[config.mk]
export PLATFORM = sky130hd
export DESIGN_NAME = power_window_controller_unit_flat
export DESIGN_NICKNAME = d
export VERILOG_FILES = /design/src/rtl/pwc_pkg.sv /design/src/rtl/pwc_if.sv /design/src/rtl/power_window_controller_unit.sv /design/src/rtl/pwc_step.sv /design/src/flat_wrapper.sv
export SDC_FILE = /design/constraint.sdc
export NUM_CORES = 1
export LEC_CHECK = 0
export BUFFER_PORTS_ARGS = -buffer_cell sky130_fd_sc_hd__buf_2
export CORE_MARGIN = 2
export CORE_UTILIZATION = 37
export DETAILED_ROUTE_END_ITERATION = 8
export PLACE_DENSITY = 0.51
export SYNTH_ARGS = -nofsm -noshare
export SYNTH_HDL_FRONTEND = slang
export SYNTH_SLANG_ARGS = --single-unit
[constraint.sdc]
create_clock -name clk_i -period 6.5 [get_ports clk_i]
set_input_delay 1.3 -clock clk_i [delete_from_list [all_inputs] [get_ports clk_i]]
set_output_delay 1.3 -clock clk_i [all_outputs]
set_load 0.05 [all_outputs]
[src/rtl/pwc_pkg.sv]
// Shared types and constants of the power window controller.
// No dependencies; used by the interfaces, pwc_step and the top level.
package pwc_pkg;

  localparam int unsigned TICK_BITS_DEF = 16;
  localparam int unsigned CFG_W         = 16;

  localparam logic [CFG_W-1:0] DEBOUNCE_RST  = 16'd20;
  localparam logic [CFG_W-1:0] LONG_PRESS_RST = 16'd500;
  localparam logic [CFG_W-1:0] JAM_REV_RST   = 16'd1000;

  typedef enum logic [1:0] {
    REG_DEBOUNCE   = 2'd0,
    REG_LONG_PRESS = 2'd1,
    REG_JAM_REV    = 2'd2
  } reg_idx_e;

  typedef enum logic [2:0] {
    PH_IDLE     = 3'd0,
    PH_DEBOUNCE = 3'd1,
    PH_TIMING   = 3'd2,
    PH_AUTO     = 3'd3,
    PH_MANUAL   = 3'd4,
    PH_JAM      = 3'd5
  } phase_e;

  typedef enum logic [1:0] {
    MOTOR_HALT = 2'd0,
    MOTOR_UP   = 2'd1,
    MOTOR_DOWN = 2'd2
  } motor_e;

  typedef struct packed {
    logic drv_up;
    logic drv_dn;
    logic pas_up;
    logic pas_dn;
    logic upper_limit_hit;
    logic lower_limit_hit;
    logic lock_toggle;
    logic jam_hit;
  } in_word_t;

  typedef struct packed {
    logic [1:0] motor_drive;
    logic [2:0] phase_now;
    logic       lock_active;
    logic       at_upper_limit;
    logic       at_lower_limit;
  } out_word_t;

  typedef struct packed {
    logic [CFG_W-1:0] debounce_ticks;
    logic [CFG_W-1:0] long_press_ticks;
    logic [CFG_W-1:0] jam_reverse_ticks;
  } cfg_t;

  typedef struct packed {
    phase_e     phase;
    logic       move_up;
    logic [1:0] source_button;
    logic       from_passenger;
    logic       lock_flag;
    logic       up_flag;
    logic       down_flag;
    logic       jam_flag;
  } state_t;

endpackage

[src/rtl/pwc_if.sv]
// Valid/ready channels carrying the tick word and the result word.
// Depends on pwc_pkg for the payload types.
interface pwc_in_if;
  import pwc_pkg::*;
  logic     valid;
  logic     ready;
  in_word_t data;
  modport source (output valid, output data, input ready);
  modport sink (input valid, input data, output ready);
endinterface

interface pwc_out_if;
  import pwc_pkg::*;
  logic      valid;
  logic      ready;
  out_word_t data;
  modport source (output valid, output data, input ready);
  modport sink (input valid, input data, output ready);
endinterface

[src/rtl/power_window_controller_unit.sv]
// Power window controller: one tick word in, one result word out.
// Latency: the result is registered and valid the cycle after the word is taken.
// Throughput: one word per cycle while out_o.ready is high; the output register is refilled in the cycle it is taken.
// Reset: phase idle, all flags and the tick counter cleared, registers at 20/500/1000.
// Depends on pwc_pkg, pwc_if and pwc_step.
module power_window_controller_unit #(
  parameter int unsigned TICK_BITS = pwc_pkg::TICK_BITS_DEF
) (
  input  logic                    clk_i,
  input  logic                    rst_ni,
  input  logic                    cfg_we_i,
  input  logic [1:0]              cfg_idx_i,
  input  logic [pwc_pkg::CFG_W-1:0] cfg_data_i,
  pwc_in_if.sink                  in_i,
  pwc_out_if.source               out_o
);
  import pwc_pkg::*;

  cfg_t                 cfg_q;
  state_t               st_q, st_d;
  logic [TICK_BITS-1:0] tick_q, tick_d;
  out_word_t            out_q, out_d;
  logic                 out_valid_q;
  logic                 in_fire;

  assign in_i.ready = ~out_valid_q | out_o.ready;
  assign in_fire    = in_i.valid & in_i.ready;

  pwc_step #(.TICK_BITS(TICK_BITS)) u_step (
    .st_i   (st_q),
    .tick_i (tick_q),
    .word_i (in_i.data),
    .cfg_i  (cfg_q),
    .st_o   (st_d),
    .tick_o (tick_d),
    .word_o (out_d)
  );

  always_ff @(posedge clk_i or negedge rst_ni) begin
    if (!rst_ni) begin
      cfg_q <= '{debounce_ticks:    DEBOUNCE_RST,
                 long_press_ticks:  LONG_PRESS_RST,
                 jam_reverse_ticks: JAM_REV_RST};
    end else if (cfg_we_i) begin
      case (cfg_idx_i)
        REG_DEBOUNCE:   cfg_q.debounce_ticks    <= cfg_data_i;
        REG_LONG_PRESS: cfg_q.long_press_ticks  <= cfg_data_i;
        REG_JAM_REV:    cfg_q.jam_reverse_ticks <= cfg_data_i;
        default: ;
      endcase
    end
  end

  always_ff @(posedge clk_i or negedge rst_ni) begin
    if (!rst_ni) begin
      st_q        <= '{phase: PH_IDLE, default: '0};
      tick_q      <= '0;
      out_valid_q <= 1'b0;
    end else begin
      if (in_fire) begin
        st_q   <= st_d;
        tick_q <= tick_d;
      end
      if (in_fire) out_valid_q <= 1'b1;
      else if (out_o.ready) out_valid_q <= 1'b0;
    end
  end

  always_ff @(posedge clk_i) begin
    if (in_fire) out_q <= out_d;
  end

  assign out_o.valid = out_valid_q;
  assign out_o.data  = out_q;

  a_stop_when_not_moving: assert property (@(posedge clk_i) disable iff (!rst_ni)
    (out_valid_q && out_q.phase_now != PH_AUTO && out_q.phase_now != PH_MANUAL
     && out_q.phase_now != PH_JAM) |-> out_q.motor_drive == MOTOR_HALT)
    else $error("motor driven outside a move");

  a_jam_drives_down: assert property (@(posedge clk_i) disable iff (!rst_ni)
    (out_valid_q && out_q.phase_now == PH_JAM) |-> out_q.motor_drive == MOTOR_DOWN)
    else $error("jam reverse without downward drive");

  a_up_clear_flags: assert property (@(posedge clk_i) disable iff (!rst_ni)
    (out_valid_q && out_q.motor_drive == MOTOR_UP)
    |-> (!out_q.at_upper_limit && !out_q.at_lower_limit))
    else $error("upward drive with a limit flag set");

  a_phase_matches_state: assert property (@(posedge clk_i) disable iff (!rst_ni)
    out_valid_q |-> out_q.phase_now == st_q.phase)
    else $error("reported phase differs from state");

endmodule

[src/rtl/pwc_step.sv]
// Next-state and result logic for one tick of the window controller.
// Depends on pwc_pkg; purely combinational.
module pwc_step #(
  parameter int unsigned TICK_BITS = pwc_pkg::TICK_BITS_DEF
) (
  input  pwc_pkg::state_t    st_i,
  input  logic [TICK_BITS-1:0] tick_i,
  input  pwc_pkg::in_word_t  word_i,
  input  pwc_pkg::cfg_t      cfg_i,
  output pwc_pkg::state_t    st_o,
  output logic [TICK_BITS-1:0] tick_o,
  output pwc_pkg::out_word_t word_o
);
  import pwc_pkg::*;

  localparam logic [TICK_BITS-1:0] TickMaxT = '1;
  localparam logic [31:0]          TickMax  = 32'(TickMaxT);

  function automatic logic [31:0] cap_thr(input logic [CFG_W-1:0] v);
    logic [31:0] w;
    w = 32'(v);
    return (w > TickMax) ? TickMax : w;
  endfunction

  logic [3:0]           btn;
  logic                 held;
  logic [TICK_BITS-1:0] tick_inc;
  logic [31:0]          deb_cap, lp_cap, jam_cap;
  logic [CFG_W-1:0]     lp_raw;
  logic [1:0]           idx;
  logic                 own;
  state_t               n;
  logic [TICK_BITS-1:0] t;
  motor_e               motor;

  assign btn = {word_i.pas_dn, word_i.pas_up,
                word_i.drv_dn, word_i.drv_up};
  assign held     = btn[st_i.source_button];
  assign tick_inc = (tick_i == TickMaxT) ? tick_i : tick_i + TICK_BITS'(1);
  assign lp_raw   = (cfg_i.long_press_ticks == '0) ? CFG_W'(1) : cfg_i.long_press_ticks;
  assign deb_cap  = cap_thr(cfg_i.debounce_ticks);
  assign lp_cap   = cap_thr(lp_raw);
  assign jam_cap  = cap_thr(cfg_i.jam_reverse_ticks);

  always_comb begin
    n     = st_i;
    t     = tick_i;
    motor = MOTOR_HALT;
    idx   = '0;
    own   = 1'b0;
    if (word_i.upper_limit_hit) n.up_flag = 1'b1;
    if (word_i.lower_limit_hit) n.down_flag = 1'b1;
    if (word_i.lock_toggle) n.lock_flag = ~st_i.lock_flag;
    if (word_i.jam_hit) n.jam_flag = 1'b1;

    case (st_i.phase)
      PH_IDLE: begin
        // lowest index wins: driver up first
        for (int i = 3; i >= 0; i--) begin
          if (btn[i]) begin
            idx              = 2'(i);
            n.source_button  = idx;
            n.move_up        = ~idx[0];
            n.from_passenger = idx[1];
            t                = '0;
            n.phase          = PH_DEBOUNCE;
          end
        end
      end
      PH_DEBOUNCE: begin
        t = tick_inc;
        if (32'(tick_inc) >= deb_cap) begin
          t       = '0;
          n.phase = held ? PH_TIMING : PH_IDLE;
        end
      end
      PH_TIMING: begin
        if (!held) begin
          n.phase = (st_i.from_passenger && n.lock_flag) ? PH_IDLE : PH_AUTO;
        end else begin
          t = tick_inc;
          if (32'(tick_inc) >= lp_cap) begin
            n.phase = (st_i.from_passenger && n.lock_flag) ? PH_IDLE : PH_MANUAL;
          end
        end
      end
      PH_JAM: begin
        t = tick_inc;
        if (32'(tick_inc) >= jam_cap) begin
          n.jam_flag = 1'b0;
          n.phase    = PH_IDLE;
        end else begin
          motor = MOTOR_DOWN;
        end
      end
      PH_AUTO, PH_MANUAL: begin
      end
      default: n.phase = PH_IDLE;
    endcase

    if (n.phase == PH_AUTO || n.phase == PH_MANUAL) begin
      own = n.move_up ? n.up_flag : n.down_flag;
      if (n.jam_flag) begin
        n.phase = PH_JAM;
        t       = '0;
        motor   = MOTOR_DOWN;
      end else if (own || (n.phase == PH_MANUAL && !held)) begin
        n.phase = PH_IDLE;
      end else begin
        if (n.move_up) n.down_flag = 1'b0;
        else n.up_flag = 1'b0;
        motor = n.move_up ? MOTOR_UP : MOTOR_DOWN;
      end
    end
  end

  assign st_o   = n;
  assign tick_o = t;
  assign word_o = '{motor_drive:    motor,
                    phase_now:      n.phase,
                    lock_active:    n.lock_flag,
                    at_upper_limit: n.up_flag,
                    at_lower_limit: n.down_flag};

endmodule
[src/flat_wrapper.sv]
// flat-port wrapper written by rule: the top's interface ports become plain ports
module power_window_controller_unit_flat import pwc_pkg::*;
#(
  parameter int unsigned TICK_BITS = pwc_pkg::TICK_BITS_DEF
)
  (clk_i, rst_ni, cfg_we_i, cfg_idx_i, cfg_data_i, in_i_valid, in_i_data, in_i_ready, out_o_valid, out_o_data, out_o_ready);
  pwc_in_if in_i_i ();
  pwc_out_if out_o_i ();
  input  logic clk_i;
  input  logic rst_ni;
  input  logic cfg_we_i;
  input  logic [1:0] cfg_idx_i;
  input  logic [pwc_pkg::CFG_W-1:0] cfg_data_i;
  input wire logic [$bits(in_i_i.valid)-1:0] in_i_valid;
  input wire logic [$bits(in_i_i.data)-1:0] in_i_data;
  output wire logic [$bits(in_i_i.ready)-1:0] in_i_ready;
  output wire logic [$bits(out_o_i.valid)-1:0] out_o_valid;
  output wire logic [$bits(out_o_i.data)-1:0] out_o_data;
  input wire logic [$bits(out_o_i.ready)-1:0] out_o_ready;
  assign in_i_i.valid = in_i_valid;
  assign in_i_i.data = in_i_data;
  assign in_i_ready = in_i_i.ready;
  assign out_o_valid = out_o_i.valid;
  assign out_o_data = out_o_i.data;
  assign out_o_i.ready = out_o_ready;
  power_window_controller_unit #(.TICK_BITS(TICK_BITS)) u_core (.clk_i(clk_i), .rst_ni(rst_ni), .cfg_we_i(cfg_we_i), .cfg_idx_i(cfg_idx_i), .cfg_data_i(cfg_data_i), .in_i(in_i_i), .out_o(out_o_i));
endmodule
Word-level counts from Yosys, hierarchy flattened. Cells that the tools add are included.

$add $sub $neg: 1. Order comparisons: 4. Equality and inequality tests: 10. Muxes and demuxes: 49. Bitwise operators: 4. Reduce and logical (&&, ||, !) cells: 15.

Operators by type and width (count): two-way mux 16 bit (10); one-hot mux 16 bit (4 select lines) (1); >= comparator 16 bit (3); two-way mux 7 bit (4); two-way mux 3 bit (8); two-way mux 2 bit (11); adder 16 x 1 -> 16 bit, second input constant (1); == test 16 bit, second input constant (1); zero test 16 bit (1); one-hot mux 3 bit (5 select lines) (1); two-way mux 1 bit (12); == test 3 x 2 -> 1 bit, second input constant (3); == test 3 bit, second input constant (3); AND reduction 2 bit (3); two-way mux 4 bit (1); nonzero test 4 bit (1); == test 3 x 1 -> 1 bit, second input constant (1); zero test 3 bit (1); < comparator 2 x 3 -> 1 bit, second input constant (1); AND reduction 3 bit (1); binary-select mux 1 bit (select 2 bit) (1); == test 2 x 1 -> 1 bit, second input constant (1); == test 2 bit, second input constant (1); logical AND 1 bit (2); other kinds (8) (10).

Flip-flop bits (word level): 84. Output and inout bits: 10. Logic and storage cells: 101.

Longest topological paths before layout.
Depth after elaboration: 13. Depth in mapped cells: 19.

Cells and area by module. From an unflattened synthesis, not the netlist that was laid out.

Cells, all modules: 563. Area, all modules: 5828.1 um2.

By module, submodules not included: power_window_controller_unit (instances 1, cells an instance 171, area an instance 3115.5 um2); pwc_step (instances 1, cells an instance 392, area an instance 2712.6 um2).

Worst setup path after synthesis. OpenSTA, ideal clock, no wires.

Path kind: reg2reg. Start point: register u_core.tick_q[0]. End point: register u_core.tick_q[14]. Setup time: 121 ps. Data arrival time: 4195 ps. Required time: 6379 ps. Setup slack: 2184 ps. Stages on the path, launching flop included: 19. Buffers on the path: 1. Clock period less this slack: 4316 ps. Cells stage by stage: dfrtp_1 ha_1 and2_1 nand4_1 nor2_1 a21oi_1 nand3_1 xnor2_1 ha_1 a211oi_1 o21bai_1 a2111oi_0 o221ai_1 a31o_2 a21oi_4 o31ai_4 o21a_4 buf_6 a22o_1.

Word-level cells in the longest chain between the ends: 9. Elaborated cells on any way between the ends: 21. Classes of those cells: add/sub: 1; order compare: 3; eq/ne: 3; mux: 13; reduce/logical: 1.

Ends and longest elaborated chain: start, declared (line power_window_controller_unit.sv:21) `logic [TICK_BITS-1:0] tick_q, tick_d;`; start signal, assigned (line power_window_controller_unit.sv:62) `tick_q <= tick_d;`; adder 16 x 1 -> 16 bit / == test 16 bit (equally long branches) (line pwc_step.sv:39) `assign tick_inc = (tick_i == TickMaxT) ? tick_i : tick_i + TICK_BITS'(1);`; two-way mux 16 bit (*) (line pwc_step.sv:39); >= comparator 16 bit (line pwc_step.sv:82) `if (32'(tick_inc) >= lp_cap) begin`; two-way mux 3 bit (line pwc_step.sv:82); two-way mux 3 bit (line pwc_step.sv:78) `if (!held) begin`; one-hot mux 3 bit (5 select lines) (line pwc_step.sv:56) `case (st_i.phase)`; == test 3 x 2 -> 1 bit / == test 3 bit (equally long branches) (line pwc_step.sv:101) `if (n.phase == PH_AUTO || n.phase == PH_MANUAL) begin`; logical OR 1 bit (line pwc_step.sv:101); two-way mux 16 bit (*) (line pwc_step.sv:101).

Every way passes the cells marked *; elsewhere a longest branch is shown, timed or not. A chain may end at the register's enable or synchronous reset.

==> impl_results.rst <==
.. list-table::
   :header-rows: 1

   * - Metric
     - Value
   * - Min Clock Period, post-route
     - 4.92 ns
   * - Cell total after placement
     - 736
   * - Growth of design area from synthesis to finish
     - 12.5%
   * - EDFF count, synth
     - 8
   * - Final setup vio count
     - 0
   * - Postcts setup bufs
     - 0
   * - Portion of the post-synthesis area used by sequential elements
     - 0.408
   * - Power density over the cells
     - 303 nW/µm²
   * - H-tree depth
     - 3
   * - Count of different cell masters after synthesis
     - 69
   * - Layout cell share with drive strength beyond 1
     - 0.222
   * - Clock buffer depth
     - 2
   * - Via density per instance
     - 5.39
   * - Relative slew slack
     - 0.346
   * - Per-cell routed wire length
     - 16.4 µm
   * - Iter 0 DRT Violations
     - 191
   * - Die area
     - 15100 µm²
   * - Number of cell rows
     - 43
   * - Final setup TNS
     - 0 ns
   * - Total global routing overflow
     - 0
   * - Nature of the critical path startpoint
     - register
   * - Number of antenna-violating nets in the routed design
     - 0
   * - Via total after detailed routing
     - 4050
   * - Horiz. Die Dim
     - 123 µm
   * - Post-synthesis share of cell area spent on full adders, half adders and majority gates
     - 0.0998
   * - Port bufs
     - 40
   * - Xor and xnor area share after synthesis
     - 0.0232
   * - Non-filler cells, final
     - 752
   * - Root Buffer
     - clkbuf_16
   * - Number of buffers added by the clock tree synthesis step
     - 9
   * - Count of max-cap constraint violations
     - 0
   * - First-pass GRT wire length
     - 20400 µm
   * - Final hold violation count
     - 0
   * - Filler Cell Count
     - 1396
   * - Worst min-delay path category
     - reg -> reg
   * - Largest vdd supply drop
     - 0.154 mV
   * - Post-CTS Resized
     - 0
   * - Max Clock Skew
     - 0.00620 ns
   * - Slew at the pin with the worst max-slew slack
     - 0.981 ns
   * - Combinational family with the most area after synthesis
     - compound AO/OA/AOI/OAI gates
   * - Initial antenna violation count
     - 0
   * - Post-detailed-route DRC marker count
     - 0
   * - Yosys reg bits
     - 83
   * - Cell count after synthesis
     - 527
   * - Final antenna diode count
     - 0
   * - Largest net degree at the start of global routing
     - 76
   * - Core ar.
     - 13800 µm²
   * - Complex-gate fraction of the synthesized area
     - 0.174
   * - Maximum frequency from static timing analysis
     - 0.203 GHz
   * - Vertical die dimension
     - 123 µm
   * - Clock-pin slew on the worst setup and hold paths
     - 0.06 ns
   * - Critical setup path kind
     - reg -> reg
   * - Unrepaired setup endpoints after global routing
     - no
   * - Endpoint arrival time on the critical path
     - 5.01 ns
   * - Clock insertion delay at the later pin of the skew report
     - 0.35 ns
   * - Initial DRT Pass Iterations
     - 4
   * - Synthesized netlist net count
     - 598
   * - Via count of the first global-routing pass
     - 3999
   * - Share of the clock period used by the worst path after layout
     - 0.756
   * - Fin nets
     - 638
   * - Critical path peak fanout
     - 7
   * - Tot Pwr
     - 1.78 mW
   * - Syn Std Cell Area
     - 5230 µm²
   * - Hpwl dp
     - 9270 µm
   * - Multiplexer share of the synthesized area
     - 0.0957
   * - Async set or reset register ratio after synthesis
     - 0.904
   * - Yosys warning total
     - 0
   * - Mean area per synthesized cell
     - 9.92 µm²
   * - Final RePlAce weighted congestion
     - 0.841
   * - Count of pins over their slew limit
     - 0
   * - Run status
     - completed
   * - Effective utilization at floorplan
     - 0.378
   * - Flip-flop cell with the highest count after synthesis
     - dfrtp_1
   * - Endpoint required time on the critical path
     - 6.59 ns
   * - Utilization after layout
     - 0.425
   * - Boundary pin count
     - 41
   * - Post-synthesis share of cell area spent on and, or, nand and nor gates
     - 0.149
   * - Wire length after detailed routing
     - 12300 µm
   * - TritonCTS Sinks
     - 83
   * - Global routing usage summed across all routing layers
     - 0.178
   * - Static Leakage
     - 2.64 nW
   * - TritonCTS clock tree
     - done
   * - Kind of end point of the critical path
     - register
   * - Hold buffer count at CTS
     - 0
[state kept, by name, indices dropped and copies added (netlist names)]
name / count
u_core.cfg_q: 48
u_core.out_o.valid: 1
u_core.st_q: 10
u_core.out_o.data: 8
u_core.tick_q: 16
[Yosys cell counts, types with 6 or more instances]
cell type,number,share of area
nand2_1,44,0.032
nor2_1,31,0.022
xnor2_1,7,0.012
a21oi_1,26,0.025
dfstp_2,14,0.070
a211oi_1,6,0.0086
o21ai_0,29,0.028
clkbuf_1,10,0.0072
nand3_1,13,0.012
nand4_1,10,0.012
a22o_1,13,0.022
edfxtp_1,8,0.046
mux2_2,38,0.082
and2_1,6,0.0072
inv_1,53,0.038
nor3_1,12,0.011
ha_1,40,0.096
dfrtp_1,61,0.29
[power breakdown]
group | internal [mW] | switching, mW
clock | 0.281 | 0.202
combinational | 0.245 | 0.336
sequential | 0.635 | 0.0805
total | 1.16 | 0.619
[layout by cell type, fill, tap and decap left out, types with 12 or more instances in the layout]
master | Yosys | final
a21oi_1 | 26 | 26
a22o_1 | 13 | 13
buf_2 | 0 | 39
dfrtp_1 | 61 | 61
dfstp_2 | 14 | 14
ha_1 | 40 | 40
inv_1 | 53 | 53
mux2_2 | 38 | 38
nand2_1 | 44 | 44
nand3_1 | 13 | 13
nor2_1 | 31 | 31
nor3_1 | 12 | 12
o21ai_0 | 29 | 29
[per-layer routing]
metal,vias to the layer above,wire length (µm),global-route usage
met1,1943,6050,0.243
li1,2000,-,-
met5,-,0,0
met4,0,314,0.0718
met2,87,5440,0.272
met3,20,503,0.0423
[final timing paths]
| path | slack, ns | end | cells past startpoint | startpoint |
|---|---|---|---|---|
| worst min-delay path | 0.48 | u_core.st_q[0]$_DFFE_PN0P_ | 2 | u_core.st_q[0]$_DFFE_PN0P_ |
| worst min register to register | 0.48 | u_core.st_q[0]$_DFFE_PN0P_ | 2 | u_core.st_q[0]$_DFFE_PN0P_ |
| min in group asynchronous | 1.11 | u_core.out_o.valid$_DFFE_PN0P_ | 1 | rst_ni |
| worst max register to register | 1.58 | u_core.out_o.data[1]$_DFFE_PP_ | 17 | u_core.tick_q[0]$_DFFE_PN0P_ |
| worst max-delay path | 1.58 | u_core.out_o.data[1]$_DFFE_PP_ | 17 | u_core.tick_q[0]$_DFFE_PN0P_ |
| max in group asynchronous | 4.75 | u_core.cfg_q[26]$_DFFE_PN0P_ | 1 | rst_ni |
[final cells by class]
| type | instances | area (µm²) | share of cell area |
|---|---|---|---|
| inverter | 53 | 199 | 0.0338 |
| multi-input combinational | 379 | 2840 | 0.483 |
| tap | 180 | 225 | 0.0383 |
| timing repair buffer | 41 | 210 | 0.0358 |
| sequential | 83 | 2130 | 0.363 |
| clock buffer | 16 | 272 | 0.0462 |
[worst max-delay path, stage by stage (launching register included)]
cell and delay (ns):
dfrtp_1 0.46, ha_1 0.28, and2_1 0.18, nand4_1 0.14, nor2_1 0.13, a21oi_1 0.47, nand3_1 0.16, xnor2_1 0.38
ha_1 0.32, a211oi_1 0.24, o21bai_1 0.14, a2111oi_0 0.37, o221ai_1 0.19, a31o_2 0.32, a21oi_1 0.25, o2111ai_1 0.18
a211oi_2 0.39, nor2_1 0.07
[through the flow]
stage	setup slack, ns	hold slack, ns	instance area [µm²]
after floorplan	2.18	0.447	5230
after global placement	1.69	0.466	5610
after detailed placement	1.64	0.473	5610
after CTS	1.58	0.486	5880
after global routing	0.984	0.516	5880
final	1.58	0.478	5880
[logic make-up after synthesis]
family | after synthesis
muxes | 44
AOI/OAI and AO/OA | 127
DFF | 83
xor gates and xnor gates | 13
buffers and inverters | 65
and+or+nand+nor | 153
adders and majority gates | 42
Note: power is estimated with default switching activity, not from simulation.
